--- config.mk ---
export PLATFORM = sky130hd
export DESIGN_NAME = wav_header_parser_unit_flat
export DESIGN_NICKNAME = d
export VERILOG_FILES = /design/src/hw/rtl/whp_pkg.sv /design/src/hw/rtl/whp_in_if.sv /design/src/hw/rtl/whp_out_if.sv /design/src/hw/rtl/whp_div.sv /design/src/hw/rtl/wav_header_parser_unit.sv /design/src/flat_wrapper.sv
export SDC_FILE = /design/constraint.sdc
export NUM_CORES = 1
export LEC_CHECK = 0
export ABC_AREA = 1
export ABC_CLOCK_PERIOD_IN_PS = 16450
export BUFFER_PORTS_ARGS = -buffer_cell sky130_fd_sc_hd__buf_2
export CORE_UTILIZATION = 49
export CTS_CLUSTER_SIZE = 10
export DETAILED_ROUTE_END_ITERATION = 6
export GPL_TIMING_DRIVEN = 0
export PLACE_DENSITY = 0.72
export SETUP_SLACK_MARGIN = 0.2
export SYNTH_ARGS = -nofsm -noshare
export SYNTH_HDL_FRONTEND = slang
export SYNTH_SLANG_ARGS = --single-unit
--- constraint.sdc ---
create_clock -name clk_i -period 16.45 [get_ports clk_i]
set_input_delay 0.8225 -clock clk_i [delete_from_list [all_inputs] [get_ports clk_i]]
set_output_delay 0.8225 -clock clk_i [all_outputs]
set_load 0.1 [all_outputs]
--- src/hw/rtl/whp_pkg.sv ---
`timescale 1ns / 1ps

package whp_pkg;

  localparam int unsigned ByteW   = 8;
  localparam int unsigned WordW   = 32;
  localparam int unsigned ChanW   = 16;
  localparam int unsigned BpsW    = 13;
  localparam int unsigned StatW   = 2;
  localparam int unsigned PosW    = 4;
  localparam int unsigned DvsrW   = ChanW + BpsW;
  localparam int unsigned DivCntW = $clog2(WordW);

  typedef enum logic [2:0] {
    PH_PREAMBLE,
    PH_HEADER,
    PH_FMT,
    PH_SKIP,
    PH_DONE
  } phase_e;

  typedef enum logic {
    CTL_RUN,
    CTL_DIV
  } ctl_e;

  localparam logic [StatW-1:0] ST_PARSING = 2'd0;
  localparam logic [StatW-1:0] ST_READY   = 2'd1;
  localparam logic [StatW-1:0] ST_BAD_FMT = 2'd2;
  localparam logic [StatW-1:0] ST_ZERO    = 2'd3;

  // byte positions inside the preamble, a chunk header and the fmt body
  localparam logic [PosW-1:0] POS_PRE_LAST  = 4'd11;
  localparam logic [PosW-1:0] POS_HDR_SIZE  = 4'd4;
  localparam logic [PosW-1:0] POS_HDR_LAST  = 4'd7;
  localparam logic [PosW-1:0] POS_FMT_CODE  = 4'd1;
  localparam logic [PosW-1:0] POS_FMT_CHAN  = 4'd3;
  localparam logic [PosW-1:0] POS_FMT_RATE  = 4'd7;
  localparam logic [PosW-1:0] POS_FMT_LAST  = 4'd15;

  localparam logic [ChanW-1:0] FMT_PCM = 16'd1;

  localparam logic [WordW-1:0] TAG_FMT  = 32'h666d7420;
  localparam logic [WordW-1:0] TAG_DATA = 32'h64617461;

  localparam int unsigned NumSkip = 9;
  localparam logic [WordW-1:0] SKIP_TAGS [NumSkip] = '{
    32'h6c697374, 32'h66616374, 32'h63756520,
    32'h706c7374, 32'h6c61626c, 32'h6e6f7465,
    32'h6c747874, 32'h736d706c, 32'h696e7374
  };

  // letters lose bit 5, anything else stays
  function automatic logic [WordW-1:0] upper_tag(input logic [WordW-1:0] t);
    logic [ByteW-1:0] c;
    logic [WordW-1:0] r;
    r = '0;
    for (int i = 3; i >= 0; i--) begin
      c = t[ByteW*i +: ByteW];
      if (c >= 8'h61 && c <= 8'h7a) begin
        c = c - 8'h20;
      end
      r = {r[WordW-ByteW-1:0], c};
    end
    return r;
  endfunction

  function automatic logic name_is(input logic [WordW-1:0] name,
                                   input logic [WordW-1:0] lower);
    return (name == lower) || (name == upper_tag(lower));
  endfunction

endpackage

--- src/hw/rtl/whp_in_if.sv ---
`timescale 1ns / 1ps

interface whp_in_if;
  import whp_pkg::*;

  logic             valid;
  logic             ready;
  logic [ByteW-1:0] byte_in;
  logic             start_req;

  modport source (output valid, output byte_in, output start_req, input ready);
  modport sink   (input valid, input byte_in, input start_req, output ready);
endinterface

--- src/hw/rtl/whp_out_if.sv ---
`timescale 1ns / 1ps

interface whp_out_if;
  import whp_pkg::*;

  logic             valid;
  logic             ready;
  logic [StatW-1:0] status;
  logic [WordW-1:0] sample_rate;
  logic [ChanW-1:0] channel_count;
  logic [BpsW-1:0]  bytes_per_sample;
  logic [WordW-1:0] data_size;
  logic [WordW-1:0] sample_count;

  modport source (output valid, output status, output sample_rate, output channel_count,
                  output bytes_per_sample, output data_size, output sample_count,
                  input ready);
  modport sink   (input valid, input status, input sample_rate, input channel_count,
                  input bytes_per_sample, input data_size, input sample_count,
                  output ready);
endinterface

--- src/hw/rtl/whp_div.sv ---
`timescale 1ns / 1ps

module whp_div (
  input  logic                        clk_i,
  input  logic                        rst_ni,
  input  logic                        start_i,
  input  logic [whp_pkg::WordW-1:0]   dividend_i,
  input  logic [whp_pkg::DvsrW-1:0]   divisor_i,
  output logic                        done_o,
  output logic [whp_pkg::WordW-1:0]   quotient_o
);
  import whp_pkg::*;

  logic               busy_q, busy_d;
  logic               done_q, done_d;
  logic [DivCntW-1:0] cnt_q, cnt_d;
  logic [DvsrW-1:0]   rem_q, rem_d;
  logic [DvsrW-1:0]   dvsr_q, dvsr_d;
  logic [WordW-1:0]   quo_q, quo_d;
  logic [DvsrW:0]     trial;
  logic [DvsrW:0]     diff;
  logic               ge;

  // one restoring step per cycle, quotient bits shift in behind the dividend
  assign trial = {rem_q, quo_q[WordW-1]};
  assign diff  = trial - {1'b0, dvsr_q};
  assign ge    = trial >= {1'b0, dvsr_q};

  always_comb begin
    busy_d = busy_q;
    done_d = 1'b0;
    cnt_d  = cnt_q;
    rem_d  = rem_q;
    dvsr_d = dvsr_q;
    quo_d  = quo_q;
    if (start_i) begin
      busy_d = 1'b1;
      cnt_d  = '0;
      rem_d  = '0;
      dvsr_d = divisor_i;
      quo_d  = dividend_i;
    end else if (busy_q) begin
      rem_d = ge ? diff[DvsrW-1:0] : trial[DvsrW-1:0];
      quo_d = {quo_q[WordW-2:0], ge};
      cnt_d = cnt_q + 1'b1;
      if (cnt_q == DivCntW'(WordW - 1)) begin
        busy_d = 1'b0;
        done_d = 1'b1;
      end
    end
  end

  always_ff @(posedge clk_i or negedge rst_ni) begin
    if (!rst_ni) begin
      busy_q <= 1'b0;
      done_q <= 1'b0;
      cnt_q  <= '0;
    end else begin
      busy_q <= busy_d;
      done_q <= done_d;
      cnt_q  <= cnt_d;
    end
  end

  always_ff @(posedge clk_i) begin
    rem_q  <= rem_d;
    dvsr_q <= dvsr_d;
    quo_q  <= quo_d;
  end

  assign done_o     = done_q;
  assign quotient_o = quo_q;

endmodule

--- src/hw/rtl/wav_header_parser_unit.sv ---
`timescale 1ns / 1ps

// WAV header parser: takes a file one byte per request, with start_req on the first byte,
// and answers every byte with one result request carrying the parse status and the
// format values held so far. Ordinary bytes pass at one per cycle unless results stall;
// the parse state registers are themselves the result register, so a new byte is taken
// in the cycle its predecessor's result is taken. The byte that completes a data chunk
// header with nonzero channels and bytes per sample waits for the sample count from a
// restoring divider that shares one 30-bit subtract-and-compare over 32 iterations,
// dividing the data size by the product of channels and bytes per sample. Bytes after a
// final status still get the same result, one per cycle, until the next start_req.
module wav_header_parser_unit (
  input  logic     clk_i,
  input  logic     rst_ni,
  whp_in_if.sink   in_i,
  whp_out_if.source out_o
);
  import whp_pkg::*;

  // handshake and sequencing
  ctl_e ctl_q, ctl_d;
  logic out_valid_q, out_valid_d;
  logic in_ready;
  logic in_fire;
  logic out_fire;
  logic launch;

  // parse state, also the visible result
  phase_e           phase_q, phase_d, phase_b;
  logic [PosW-1:0]  pos_q, pos_d, pos_b;
  logic [WordW-1:0] name_q, name_d, name_b;
  logic [WordW-1:0] size_q, size_d, size_b;
  logic [WordW-1:0] skip_q, skip_d, skip_b;
  logic [WordW-1:0] rate_q, rate_d, rate_b;
  logic [ChanW-1:0] chan_q, chan_d, chan_b;
  logic [BpsW-1:0]  bps_q, bps_d, bps_b;
  logic [StatW-1:0] fin_q, fin_d, fin_b;

  logic [WordW-1:0] fmt_word;
  logic             skip_hit;

  // divider
  logic [DvsrW-1:0] dvsr;
  logic             div_done;
  logic [WordW-1:0] div_quo;

  assign in_ready = (ctl_q == CTL_RUN) && (!out_valid_q || out_o.ready);
  assign in_fire  = in_i.valid && in_ready;
  assign out_fire = out_valid_q && out_o.ready;

  // next parse state for the byte on the input
  always_comb begin
    // a start request clears everything and the byte counts as preamble byte 0
    if (in_i.start_req) begin
      phase_b = PH_PREAMBLE;
      pos_b   = '0;
      name_b  = '0;
      size_b  = '0;
      skip_b  = '0;
      rate_b  = '0;
      chan_b  = '0;
      bps_b   = '0;
      fin_b   = ST_PARSING;
    end else begin
      phase_b = phase_q;
      pos_b   = pos_q;
      name_b  = name_q;
      size_b  = size_q;
      skip_b  = skip_q;
      rate_b  = rate_q;
      chan_b  = chan_q;
      bps_b   = bps_q;
      fin_b   = fin_q;
    end

    phase_d  = phase_b;
    pos_d    = pos_b;
    name_d   = name_b;
    size_d   = size_b;
    skip_d   = skip_b;
    rate_d   = rate_b;
    chan_d   = chan_b;
    bps_d    = bps_b;
    fin_d    = fin_b;
    launch   = 1'b0;
    fmt_word = {in_i.byte_in, size_b[WordW-1:ByteW]};
    skip_hit = 1'b0;

    unique case (phase_b)
      PH_PREAMBLE: begin
        if (pos_b == POS_PRE_LAST) begin
          pos_d   = '0;
          phase_d = PH_HEADER;
        end else begin
          pos_d = pos_b + 1'b1;
        end
      end

      PH_HEADER: begin
        // name shifts in big-endian, size shifts in little-endian
        if (pos_b < POS_HDR_SIZE) begin
          name_d = {name_b[WordW-ByteW-1:0], in_i.byte_in};
        end else begin
          size_d = fmt_word;
        end
        pos_d = pos_b + 1'b1;
        for (int i = 0; i < NumSkip; i++) begin
          skip_hit = skip_hit | name_is(name_d, SKIP_TAGS[i]);
        end
        if (pos_b == POS_HDR_LAST) begin
          pos_d = '0;
          if (name_is(name_d, TAG_FMT)) begin
            size_d  = '0;
            phase_d = PH_FMT;
          end else if (name_is(name_d, TAG_DATA)) begin
            phase_d = PH_DONE;
            if (chan_b == '0 || bps_b == '0) begin
              fin_d = ST_ZERO;
            end else begin
              fin_d  = ST_READY;
              launch = 1'b1;
            end
          end else if (skip_hit && size_d != '0) begin
            skip_d  = size_d;
            phase_d = PH_SKIP;
          end else begin
            // unknown name or empty skipped chunk: next header follows at once
            phase_d = PH_HEADER;
          end
        end
      end

      PH_FMT: begin
        size_d = fmt_word;
        pos_d  = pos_b + 1'b1;
        priority if (pos_b == POS_FMT_CODE) begin
          if (fmt_word[WordW-1:ChanW] != FMT_PCM) begin
            fin_d   = ST_BAD_FMT;
            phase_d = PH_DONE;
            pos_d   = pos_b;
          end
        end else if (pos_b == POS_FMT_CHAN) begin
          chan_d = fmt_word[WordW-1:ChanW];
        end else if (pos_b == POS_FMT_RATE) begin
          rate_d = fmt_word;
        end else if (pos_b == POS_FMT_LAST) begin
          // bits per sample divided by eight
          bps_d   = fmt_word[WordW-1:WordW-BpsW];
          pos_d   = '0;
          size_d  = '0;
          phase_d = PH_HEADER;
        end else begin
          pos_d = pos_b + 1'b1;
        end
      end

      PH_SKIP: begin
        skip_d = skip_b - 1'b1;
        if (skip_d == '0) begin
          pos_d   = '0;
          phase_d = PH_HEADER;
        end
      end

      PH_DONE: begin
        // final status holds until the next start request
      end

      default: begin
      end
    endcase
  end

  // sequencer: run bytes, or wait for the divider after a data header
  always_comb begin
    ctl_d       = ctl_q;
    out_valid_d = out_valid_q;
    unique case (ctl_q)
      CTL_RUN: begin
        if (out_fire) begin
          out_valid_d = 1'b0;
        end
        if (in_fire) begin
          if (launch) begin
            ctl_d       = CTL_DIV;
            out_valid_d = 1'b0;
          end else begin
            out_valid_d = 1'b1;
          end
        end
      end
      CTL_DIV: begin
        if (div_done) begin
          ctl_d       = CTL_RUN;
          out_valid_d = 1'b1;
        end
      end
      default: begin
        ctl_d = CTL_RUN;
      end
    endcase
  end

  always_ff @(posedge clk_i or negedge rst_ni) begin
    if (!rst_ni) begin
      ctl_q       <= CTL_RUN;
      out_valid_q <= 1'b0;
      phase_q     <= PH_PREAMBLE;
      pos_q       <= '0;
      name_q      <= '0;
      size_q      <= '0;
      skip_q      <= '0;
      rate_q      <= '0;
      chan_q      <= '0;
      bps_q       <= '0;
      fin_q       <= ST_PARSING;
    end else begin
      ctl_q       <= ctl_d;
      out_valid_q <= out_valid_d;
      if (in_fire) begin
        phase_q <= phase_d;
        pos_q   <= pos_d;
        name_q  <= name_d;
        size_q  <= size_d;
        skip_q  <= skip_d;
        rate_q  <= rate_d;
        chan_q  <= chan_d;
        bps_q   <= bps_d;
        fin_q   <= fin_d;
      end
    end
  end

  // a / b / c equals a / (b * c) for unsigned integers; the product fits 29 bits
  assign dvsr = DvsrW'(chan_q) * DvsrW'(bps_q);

  whp_div u_div (
    .clk_i      (clk_i),
    .rst_ni     (rst_ni),
    .start_i    (in_fire && launch),
    .dividend_i (size_d),
    .divisor_i  (dvsr),
    .done_o     (div_done),
    .quotient_o (div_quo)
  );

  assign in_i.ready = in_ready;

  assign out_o.valid            = out_valid_q;
  assign out_o.status           = (phase_q == PH_DONE) ? fin_q : ST_PARSING;
  assign out_o.sample_rate      = rate_q;
  assign out_o.channel_count    = chan_q;
  assign out_o.bytes_per_sample = bps_q;
  assign out_o.data_size        = ((phase_q == PH_DONE) &&
                                   (fin_q == ST_READY || fin_q == ST_ZERO)) ? size_q : '0;
  assign out_o.sample_count     = ((phase_q == PH_DONE) && (fin_q == ST_READY)) ?
                                  div_quo : '0;

  // no byte taken and no result shown while the divider runs
  assert property (@(posedge clk_i) disable iff (!rst_ni)
    ctl_q == CTL_DIV |-> !in_ready && !out_valid_q)
    else $error("request moved while divider busy");

  // divider only finishes while the sequencer waits for it
  assert property (@(posedge clk_i) disable iff (!rst_ni)
    div_done |-> ctl_q == CTL_DIV)
    else $error("divider done outside divide state");

  // a ready header always has a nonzero divisor behind its sample count
  assert property (@(posedge clk_i) disable iff (!rst_ni)
    (out_valid_q && phase_q == PH_DONE && fin_q == ST_READY) |-> dvsr != '0)
    else $error("ready header with zero divisor");

  // a launch always leads into the divide state
  assert property (@(posedge clk_i) disable iff (!rst_ni)
    (in_fire && launch) |=> ctl_q == CTL_DIV)
    else $error("division launched without waiting");

endmodule
--- src/flat_wrapper.sv ---
// flat-port wrapper written by rule: the top's interface ports become plain ports
module wav_header_parser_unit_flat import whp_pkg::*;
  (clk_i, rst_ni, in_i_valid, in_i_byte_in, in_i_start_req, in_i_ready, out_o_valid, out_o_status, out_o_sample_rate, out_o_channel_count, out_o_bytes_per_sample, out_o_data_size, out_o_sample_count, out_o_ready);
  whp_in_if in_i_i ();
  whp_out_if out_o_i ();
  input  logic clk_i;
  input  logic rst_ni;
  input wire logic [$bits(in_i_i.valid)-1:0] in_i_valid;
  input wire logic [$bits(in_i_i.byte_in)-1:0] in_i_byte_in;
  input wire logic [$bits(in_i_i.start_req)-1:0] in_i_start_req;
  output wire logic [$bits(in_i_i.ready)-1:0] in_i_ready;
  output wire logic [$bits(out_o_i.valid)-1:0] out_o_valid;
  output wire logic [$bits(out_o_i.status)-1:0] out_o_status;
  output wire logic [$bits(out_o_i.sample_rate)-1:0] out_o_sample_rate;
  output wire logic [$bits(out_o_i.channel_count)-1:0] out_o_channel_count;
  output wire logic [$bits(out_o_i.bytes_per_sample)-1:0] out_o_bytes_per_sample;
  output wire logic [$bits(out_o_i.data_size)-1:0] out_o_data_size;
  output wire logic [$bits(out_o_i.sample_count)-1:0] out_o_sample_count;
  input wire logic [$bits(out_o_i.ready)-1:0] out_o_ready;
  assign in_i_i.valid = in_i_valid;
  assign in_i_i.byte_in = in_i_byte_in;
  assign in_i_i.start_req = in_i_start_req;
  assign in_i_ready = in_i_i.ready;
  assign out_o_valid = out_o_i.valid;
  assign out_o_status = out_o_i.status;
  assign out_o_sample_rate = out_o_i.sample_rate;
  assign out_o_channel_count = out_o_i.channel_count;
  assign out_o_bytes_per_sample = out_o_i.bytes_per_sample;
  assign out_o_data_size = out_o_i.data_size;
  assign out_o_sample_count = out_o_i.sample_count;
  assign out_o_i.ready = out_o_ready;
  wav_header_parser_unit u_core (.clk_i(clk_i), .rst_ni(rst_ni), .in_i(in_i_i), .out_o(out_o_i));
endmodule
==> Yosys cells after proc, flatten, opt, wreduce, memory -nomap -nowiden <==
Cells that the tools add are included.
{ "word_totals": {"reg_bits": 265, "out_inout_bits": 129, "input_bits": 13} }
{ "classes": {"n_reduce_logical": 29, "addsub": 4, "n_bitwise": 9, "n_eq_ne": 37, "n_lt_le_gt_ge": 2, "muxes": 124, "mul": 1} }
{ "ops": {"columns": ["op", "n"], "rows": [
  ["32-bit two-way mux", 27],
  ["32-bit by 31-bit equality test with 1-bit output (second input constant)", 11],
  ["32-bit equality test", 11],
  ["8-bit two-way mux", 30],
  ["32-bit case mux with 2 select lines", 2],
  ["13-bit two-way mux", 6],
  ["16-bit two-way mux", 4],
  ["4-bit two-way mux", 9],
  ["3-bit two-way mux", 11],
  ["32-bit zero test", 1],
  ["32-bit nonzero test", 1],
  ["32-bit by 1-bit subtractor with 32-bit output (second input constant)", 1],
  ["30-bit by 29-bit >= comparator with 1-bit output", 1],
  ["16-bit by 13-bit multiplier with 29-bit output", 1],
  ["29-bit two-way mux", 1],
  ["29-bit subtractor", 1],
  ["1-bit two-way mux", 18],
  ["2-bit two-way mux", 9],
  ["16-bit zero test", 1],
  ["16-bit by 1-bit != test with 1-bit output (second input constant)", 1],
  ["4-bit case mux with 4 select lines", 1],
  ["1-bit logical OR", 14],
  ["13-bit zero test", 1],
  ["3-bit case mux with 4 select lines", 1],
  ["other kinds (25)", 42]
]} }

==> Logic depth before layout (Yosys ltp) <==
Gate-level depths: netlist (run 1).
{ "depth": {"word_depth": 20, "mapped_depth": 26, "mapped_depth_nobuf": 22} }

==> Hierarchy <==
Synthesis (run 1) repeated with hierarchy kept, for this count alone.
{ "hier_totals": {"hier_cells": 3945, "area_unflattened_um2": 26439.1} }
{ "modules_own_cells": {"columns": ["mod", "instances", "seq_area_each_um2", "area_each_um2", "cells_each"], "rows": [
  ["wav_header_parser_unit", 1, 4204.0, 20327.0, 3074],
  ["whp_div", 1, 2587.5, 6112.1, 871]
]} }

==> Worst setup path after synthesis (run 1) <==
OpenSTA, ideal clock, no wires.
{ "synth_timing": {"path_kind": "register to register", "start": "register u_core.bps_q[7], in the netlist u_core.out_o.bytes_per_sample[7]", "end": "register u_core.u_div.dvsr_q[26], data pin", "required_time_ps": 16188, "t_arrival_ps": 5923, "period_less_slack_ps": 6186, "path_slack_ps": 10264, "setup_time_ps": 262, "path_buffers": 2, "stages_incl_launch_ff": 21, "path_cell_list": "dfrtp_1 clkbuf_1 clkbuf_1 nand2_1 fa_1 inv_1 fa_1 fa_1 fa_1 inv_1 fa_1 inv_1 ha_1 nand2_1 nor2_1 nand2_1 o21ai_0 a21oi_1 o21ai_0 a21oi_1 xor2_1"} }
{ "synth_via": {"elab_chain_cells": 1} }
{ "synth_lines": {"columns": ["element", "line", "text"], "rows": [
  ["start, declared", "wav_header_parser_unit.sv:36", "logic [BpsW-1:0] bps_q, bps_d, bps_b;"],
  ["start signal, assigned", "wav_header_parser_unit.sv:228", "bps_q <= bps_d;"],
  ["16-bit by 13-bit multiplier with 29-bit output", "wav_header_parser_unit.sv:235", "assign dvsr = DvsrW'(chan_q) * DvsrW'(bps_q);"],
  ["named net u_core.dvsr[26]", "wav_header_parser_unit.sv:43", "logic [DvsrW-1:0] dvsr;"],
  ["end signal, assigned", "whp_div.sv:67", "dvsr_q <= dvsr_d;"],
  ["end, declared", "whp_div.sv:18", "logic [DvsrW-1:0] dvsr_q, dvsr_d;"]
]} }
The timed path passes the listed nets, and every way through them passes these cells.
A chain may end at the register's enable or synchronous reset.

==> Worst setup path in the final report (run 1) <==
{ "layout_timing": {"start": "register u_core.bps_q[4], in the netlist u_core.out_o.bytes_per_sample[4]", "end": "register u_core.u_div.dvsr_q[28], data pin"} }
Same word-level chain as after synthesis.

==> impl_results.md, run 1 <==
- Initial antenna violation count: 1
- Fin cells: 4,540
- Final setup fails: 0
- Core area: roughly 51,000 um2
- Mapped Cells: 3,658
- Grt ovf: 0
- Most common cell after layout, fill and taps aside: nand2_1
- DPL Wire Length: 70,480 um
- Final ANT Viol Nets: 0
- Post-Place Setup Slack: 9.771 ns
- Data arrival, critical path: 7.04 ns
- Most used DFF post-synth: dfrtp_1
- Max Cap Viol: 0
- Largest net degree at the start of global routing: 99
- Worst setup EP type: flip-flop
- First-pass GRT wire length: approximately 140,000 um
- # DRC: 2
- PD cells: 106.1 nW/um2
- Width of the die: 229.6 um
- CP dominant cell by count: fa_1
- Pleak: 14.63 nW
- TritonRoute pass-1 iters: 7
- N_diodes: 0
- Maximum vdd drop: 0.1141 mV
- Avg Synthesized Cell Area: 6.938 um2
- CP Capture Point: u_core.u_div.dvsr_q[28]
- Number of I/O pins: 142
- Crit path buffers/inverters: 5
- Tot Pwr: 2.981 mW
- Setup_tns: 0 ns
- Worst-path clk slew: 0.06 ns
- Vias: 25,466
- Placed cells: approximately 4,500
- Final #Nets: ~4,100
- Rel. slew slack: between 10 and 15%
- Layout cells sized above 1: 7.694%
- WL/cell: 19.97 um
- Slew @ Worst Pin: 1.281 ns
- Total track usage: between 30% and 40%
- Post_cts resized: 0
- Routed Wire Length: 90,670 um
- Critical Path Stages: 20
- Final Skew: 0.04095 ns
- RSZ-0062 raised after global routing: false
- Post-CTS setup buffers: 0
- Cell Area, Placed: 26,970 um2
- Core Util, Final: 54.86%
- Final Instance Area: 28,090 um2
- Clock net sink count: 265
- CP Cell Sequence: clkbuf_1 > clkbuf_1 > nand2_1 > fa_1 > fa_1 > inv_1 > fa_1 > fa_1 > inv_1 > fa_1 > inv_1 > ha_1 > nand2_1 > nor2_1 > nand2_1 > o21ai_0 > a21oi_1 > o21ai_0 > a21oi_1 > xor2_1
- Kind of critical path: flip-flop to flip-flop
- Failing checks: design-rule violations
- H-tree levels: 2
- Hold slack: between 0.2 and 0.25 ns
- Setup slack after layout: about 9.7 ns
- Final GP Congestion: around 1.0
- Ys async rst share: between 60 and 70%
- Cell family with most CP delay: adder cells
- Seq/Total Area, Yosys: between 20 and 30%
- Min-delay worst type: input pin to async pin
- Vias in the first global route: about 24,000
- Skew-Pair Late Insertion Delay: 0.57 ns
- Slowest-stage cell, CP: fa_1
- EDFF count, synth: 61
- DIE AREA: 52,710 um2
- Synth warnings: 0
- Max Fclk: 148.1 MHz
- R2R cell count: 20
- Critical path data required time: approximately 17 ns
- Layout area overhead: 10.66%
- Final min period: 6.752 ns
- Crit start category: flip-flop
- CTS tree: yes
- Max incr delay on CP: ~0.56 ns
- Port bufs: between 100 and 150
- Synth Cell Area: 25,380 um2
- Worst R2R End: u_core.u_div.dvsr_q[28]
- Most frequent cells in the layout: nand2_1 (833), inv_1 (673), nor2_1 (401)
- Yosys reg bits: between 200 and 300
- Slew Limit Fails: 0
- Final period util: 41.05%
- Initial DRC Count: 2,765
- Max Buffers Root-to-Sink: 3
- Root buffer cell: clkbuf_16
- Mean number of vias per cell: 5.609
- CP Max Fanout: 10
- Starting density of the core: 49.57%
- CTS Buf Count: 35
- Synthesized Nets: 3,935
- R2r setup slk: 9.70 ns
- Worst reg2reg path startpoint: u_core.out_o.bytes_per_sample[4]
- CP startpoint: u_core.out_o.bytes_per_sample[4]
- Die Y: 229.6 um
- Fin. Hold Viols: 0
- Status: complete, but fails checks
- Row count: between 80 and 90
- Cts-stage hold buffer count: 0
- Synth cell types: 58
[power breakdown]
part	total [mW]	switching [mW]	leakage [nW]	internal, mW
Sequential	0.807	0.0444	3.09	0.763
Clock	0.777	0.317	0.543	0.460
Combinational	1.40	0.962	11.0	0.435
[sequential cells by signal (all words and copies together), names as in the netlist, 3 cells and up]
name                           cells
u_core.out_o.sample_rate          32
u_core.u_div.cnt_q                 5
u_core.phase_q                     3
u_core.size_q                     32
u_core.pos_q                       4
u_core.u_div.rem_q                29
u_core.name_q                     32
u_core.out_o.channel_count        16
u_core.u_div.quotient_o           32
u_core.skip_q                     32
u_core.out_o.bytes_per_sample     13
u_core.u_div.dvsr_q               29
[metal layers]
metal	up-vias	global-route usage [%]	share of wire (%)	wire length, um
li1	11876	-	-	-
met1	11911	48.38	42	38070
met2	1424	50.74	42	37740
met3	253	8.790	12	10740
met4	2	14.69	4.5	4101
met5	-	0	0.014	13
[logic make-up after synthesis]
group                      count (synthesis)  synth area share, %
and+or+nand+nor                         1610                26.42
buffers and inverters                    875                13.67
AOI/OAI and AO/OA                        569                12.96
DFF                                      265                26.76
adders and majority gates                264                17.60
xor gates and xnor gates                  75                2.588
[worst reg2reg max path: stages, from the launching register on]
cell and delay, ns:
dfrtp_1 0.41, clkbuf_1 0.46, clkbuf_1 0.51, nand2_1 0.17
fa_1 0.55, fa_1 0.52, inv_1 0.05, fa_1 0.52
fa_1 0.55, inv_1 0.06, fa_1 0.56, inv_1 0.08
ha_1 0.37, nand2_1 0.09, nor2_1 0.15, nand2_1 0.07
o21ai_0 0.46, a21oi_1 0.19, o21ai_0 0.41, a21oi_1 0.15
xor2_1 0.16
[area by class of cell]
type | count | area (um2)
inverters | 685 | 2574
plain buffers | 190 | 895.9
clock buffers | 52 | 979.7
multi-input cells | 2518 | 15120
well taps | 680 | 850.8
clock inverters | 9 | 135.1
fillers | 5136 | 23110
flip-flops and latches | 265 | 6792
repair buffers | 141 | 738.2
[cells in the mapped netlist (8+ instances only)]
library cell	count	area share [%]
ha_1	109	5.4
clkbuf_1	125	1.8
dfxtp_1	29	2.3
or2_2	12	0.30
inv_2	8	0.12
buf_6	16	0.71
nand4_1	57	1.4
o22ai_1	10	0.25
nor3_1	35	0.69
buf_1	15	0.22
nand3_1	232	4.6
nor2_1	401	5.9
buf_2	26	0.51
dfrtp_1	175	17
o211ai_1	48	1.4
edfxtp_1	61	7.2
nor4_1	14	0.35
xnor2_1	18	0.62
o221ai_1	15	0.52
a21oi_2	13	0.45
inv_1	673	10
xor2_1	57	2.0
o21ai_0	187	3.7
o21ai_1	20	0.39
nand2_1	834	12
o21a_1	11	0.33
fa_1	155	12
a21oi_1	203	4.0
buf_4	8	0.24
a21boi_1	19	0.56
[worst min-delay path by stage]
stage,startpoint,to,slack (ns)
after detailed placement,u_core.u_div.done_o,u_core.ctl_q,0.44
after CTS,rst_ni,u_core.skip_q[19],0.27
final,rst_ni,u_core.skip_q[19],0.25
after global routing,rst_ni,u_core.skip_q[19],0.29
after floorplan,u_core.u_div.done_o,u_core.ctl_q,0.43
after global placement,u_core.u_div.done_o,u_core.ctl_q,0.44
Note: power is estimated with default switching activity, not from simulation.
==> inputs of run 2 (changes only) <==
Settings changed: ABC_AREA 1 to 0, ABC_CLOCK_PERIOD_IN_PS 16450 to 6100, PLACE_DENSITY 0.72 to 0.75.
Clock period 16.45 ns to 6.1 ns, I/O delays scaled along.
==> impl_results.md, run 2 <==
- Status: complete, but fails checks
- Failing checks: negative setup slack
- Maximum vdd drop: 0.2653 mV
- Width of the die: between 200 and 250 um
- EDFF count, synth: 61
- WL/cell: 23.28 um
- Ys async rst share: 66.04%
- Share of the synthesized area in the top cell type: between 15 and 20%
- Synth Cell Area: 23,710 um2
- Fin. Hold Viols: 0
- Pleak: 12.45 nW
- CTS tree: yes
- Synthesized Nets: 3,050
- Mean number of vias per cell: 6.317
- Row count: 80
- GR Layer Usage met2: approximately half
- Initial DRC Count: 2,824
- Vias in the first global route: 22,419
- Avg Synthesized Cell Area: 8.552 um2
- Most common cell in the synthesized netlist: nand2_1
- Total track usage: between 30% and 40%
- Vias: 23,075
- Seq/Total Area, Yosys: between 20% and 30%
- GR Util met3: under 10%
- Kind of critical path: flip-flop to flip-flop
- Post-Place Setup Slack: -1.302 ns
- Top cells by area, synth: dfrtp_1 (18%), fa_1 (13%), edfxtp_1 (7.7%)
- Hold slack: approximately 0.26 ns
- Final setup fails: 4
- Cell family with most CP delay: adder cells
- H-tree levels: 2
- TritonRoute pass-1 iters: 6
- R2r setup slk: -0.07 ns
- Crit path buffers/inverters: 6
- Largest net degree at the start of global routing: slightly above 100
- Setup_tns: -0.1425 ns
- CTS Buf Count: 34
- CP Max Fanout: 6
- Final Skew: 0.02532 ns
- Final Instance Area: 27,600 um2
- Slew Limit Fails: 0
- Mapped Cells: about 2,800
- Gr busiest metal: met2
- RSZ-0062 raised after global routing: true
- Hold Path Origin: in_i_byte_in[6]
- Most frequent cells in the layout: nand2_1 (334), inv_1 (266), o21ai_0 (215)
- Synth cell types: 97
- # DRC: 0
- Tot Pwr: 6.386 mW
- Worst R2R End: u_core.u_div.dvsr_q[28]
- PD cells: 231.4 nW/um2
- Hold Path End: u_core.out_o.channel_count[14]
- Slowest-stage cell, CP: fa_1
- Worst setup EP type: flip-flop
- Slew @ Worst Pin: 1.114 ns
- Max Buffers Root-to-Sink: 3
- Critical path data required time: 6.44 ns
- Most used DFF post-synth: dfrtp_1
- FILL cells: approximately 4,000
- Grt ovf: 0
- Setup slack after layout: -0.07265 ns
- DPL Wire Length: about 62,000 um
- Rel. slew slack: between 20% and 30%
- Port bufs: roughly 140
- Number of I/O pins: about 140
- Max incr delay on CP: 0.54 ns
- CP Cell Sequence: clkbuf_16 > and2_4 > fa_1 > inv_1 > fa_1 > inv_1 > fa_1 > fa_1 > inv_1 > fa_1 > inv_1 > ha_2 > or3_4 > buf_4 > a21oi_4 > o22ai_2 > o41a_1 > a41o_1 > or4_4 > a31oi_1 > o21bai_1 > xnor2_1
- CP dominant cell by count: fa_1
- Max Fclk: 162.0 MHz
- Top cells by count, synth: nand2_1 (342), inv_1 (273), o21ai_0 (220)
- Layout area overhead: 16.37%
- Final #Nets: 3,289
- Cell Area, Placed: between 20,000 and 30,000 um2
- Min-Delay Path Depth: 2
- Core area: 47,750 um2
- Final ANT Viol Nets: 0
- Data arrival, critical path: roughly 6.5 ns
- Worst-path clk slew: 0.06 ns
- First-pass GRT wire length: between 100,000 and 150,000 um
- Grt met1 use: 46.34%
- Yosys reg bits: 265
- Starting density of the core: approximately half
- Synth warnings: 0
- Max Cap Viol: 0
- Initial antenna violation count: 1
- R2R cell count: 22
- Skew-Pair Late Insertion Delay: about 0.55 ns
- Clock net sink count: 265
- Min-delay worst type: input pin to flip-flop
- Yosys top cell by area: dfrtp_1
- Root buffer cell: clkbuf_16
- Most common cell after layout, fill and taps aside: nand2_1
- DIE AREA: 49,280 um2
- Layout cells sized above 1: about 15%
- Final min period: 6.173 ns
- Final GP Congestion: 0.9987
- Crit start category: flip-flop
- Final period util: 101.2%
- Routed Wire Length: 85,030 um
- Die Y: 222.0 um
- Worst reg2reg path startpoint: u_core.out_o.bytes_per_sample[1]
run 2: cell types whose count changed after synthesis, moves of 33 or more:
cell | previous run | this run
and2_1 | 0 | 168
nor2_1 | 401 | 129
a22oi_1 | 7 | 73
nand2_1 | 834 | 342
o21ai_0 | 187 | 220
mux2i_1 | 0 | 45
a22o_1 | 0 | 53
a21oi_1 | 203 | 154
inv_1 | 673 | 273
xor2_1 | 57 | 20
nand3_1 | 232 | 53
run 2: report_power, final:
part	internal [mW]	switching (mW)
registers	1.96	0.187
logic	0.686	1.62
clock network	1.13	0.811
run 2: repair_timing:
item / CTS / global route
gates cloned: 0 / 1
setup endpoints to repair: 45 / 88
hold buffers: 1 / 0
endpoints found under the hold margin: 99 / 0
setup buffers: 53 / 9
resized for setup: 77 / 31
pin swaps: 38 / 23
run 2: cells by family (layout without fill, tap and decap cells):
group           after synthesis  in the layout  synth area share (%)
compound gates              713            713                 19.41
simple gates                964            964                 21.05
fa+ha+maj                   264            264                 18.84
mux                          52             52                 2.300
other cells                   0              2                     0
buf+inv                     458            721                 7.661
flops                       265            265                 28.64
xor+xnor                     57             57                 2.105
run 2: worst max-delay path by stage:
stage | cells past startpoint | start | slack (ns) | end
floorplan | 22 | u_core.out_o.bytes_per_sample[4] | 0.13 | u_core.u_div.dvsr_q[28]
global placement | 19 | in_i_start_req | -1.24 | u_core.u_div.quotient_o[5]
detailed placement | 19 | in_i_start_req | -1.30 | u_core.u_div.quotient_o[4]
CTS | 23 | u_core.out_o.bytes_per_sample[1] | -0.12 | u_core.u_div.dvsr_q[27]
global route | 22 | u_core.out_o.bytes_per_sample[1] | -0.23 | u_core.u_div.dvsr_q[28]
finish | 22 | u_core.out_o.bytes_per_sample[1] | -0.07 | u_core.u_div.dvsr_q[28]
run 2: routing by layer:
| layer | vias up | wire (um) |
|---|---|---|
| met2 | 1494 | 37210 |
| met5 | - | 0 |
| li1 | 10083 | - |
| met3 | 249 | 10310 |
| met4 | 0 | 3244 |
| met1 | 11249 | 34260 |
run 2: stage by stage:
step | std cells | util, %
finish | 3653 | 57.80
global route | 3651 | 57.79
CTS | 3641 | 57.37
detailed placement | 3527 | 53.60
global placement | 3526 | 53.52
floorplan | 2773 | -
run 2: layout make-up:
cell class              count  area (um2)  area share, %
plain buffers             185        1180          4.276
repair buffers            203        1267          4.593
multi-input cells        2050       15440          55.94
diodes                      2       5.005        0.01814
flip-flops and latches    265        6880          24.93
well taps                 615       769.5          2.788
clock inverters             4       26.28        0.09522
clock buffers              56        1006          3.645
inverters                 273        1025          3.713
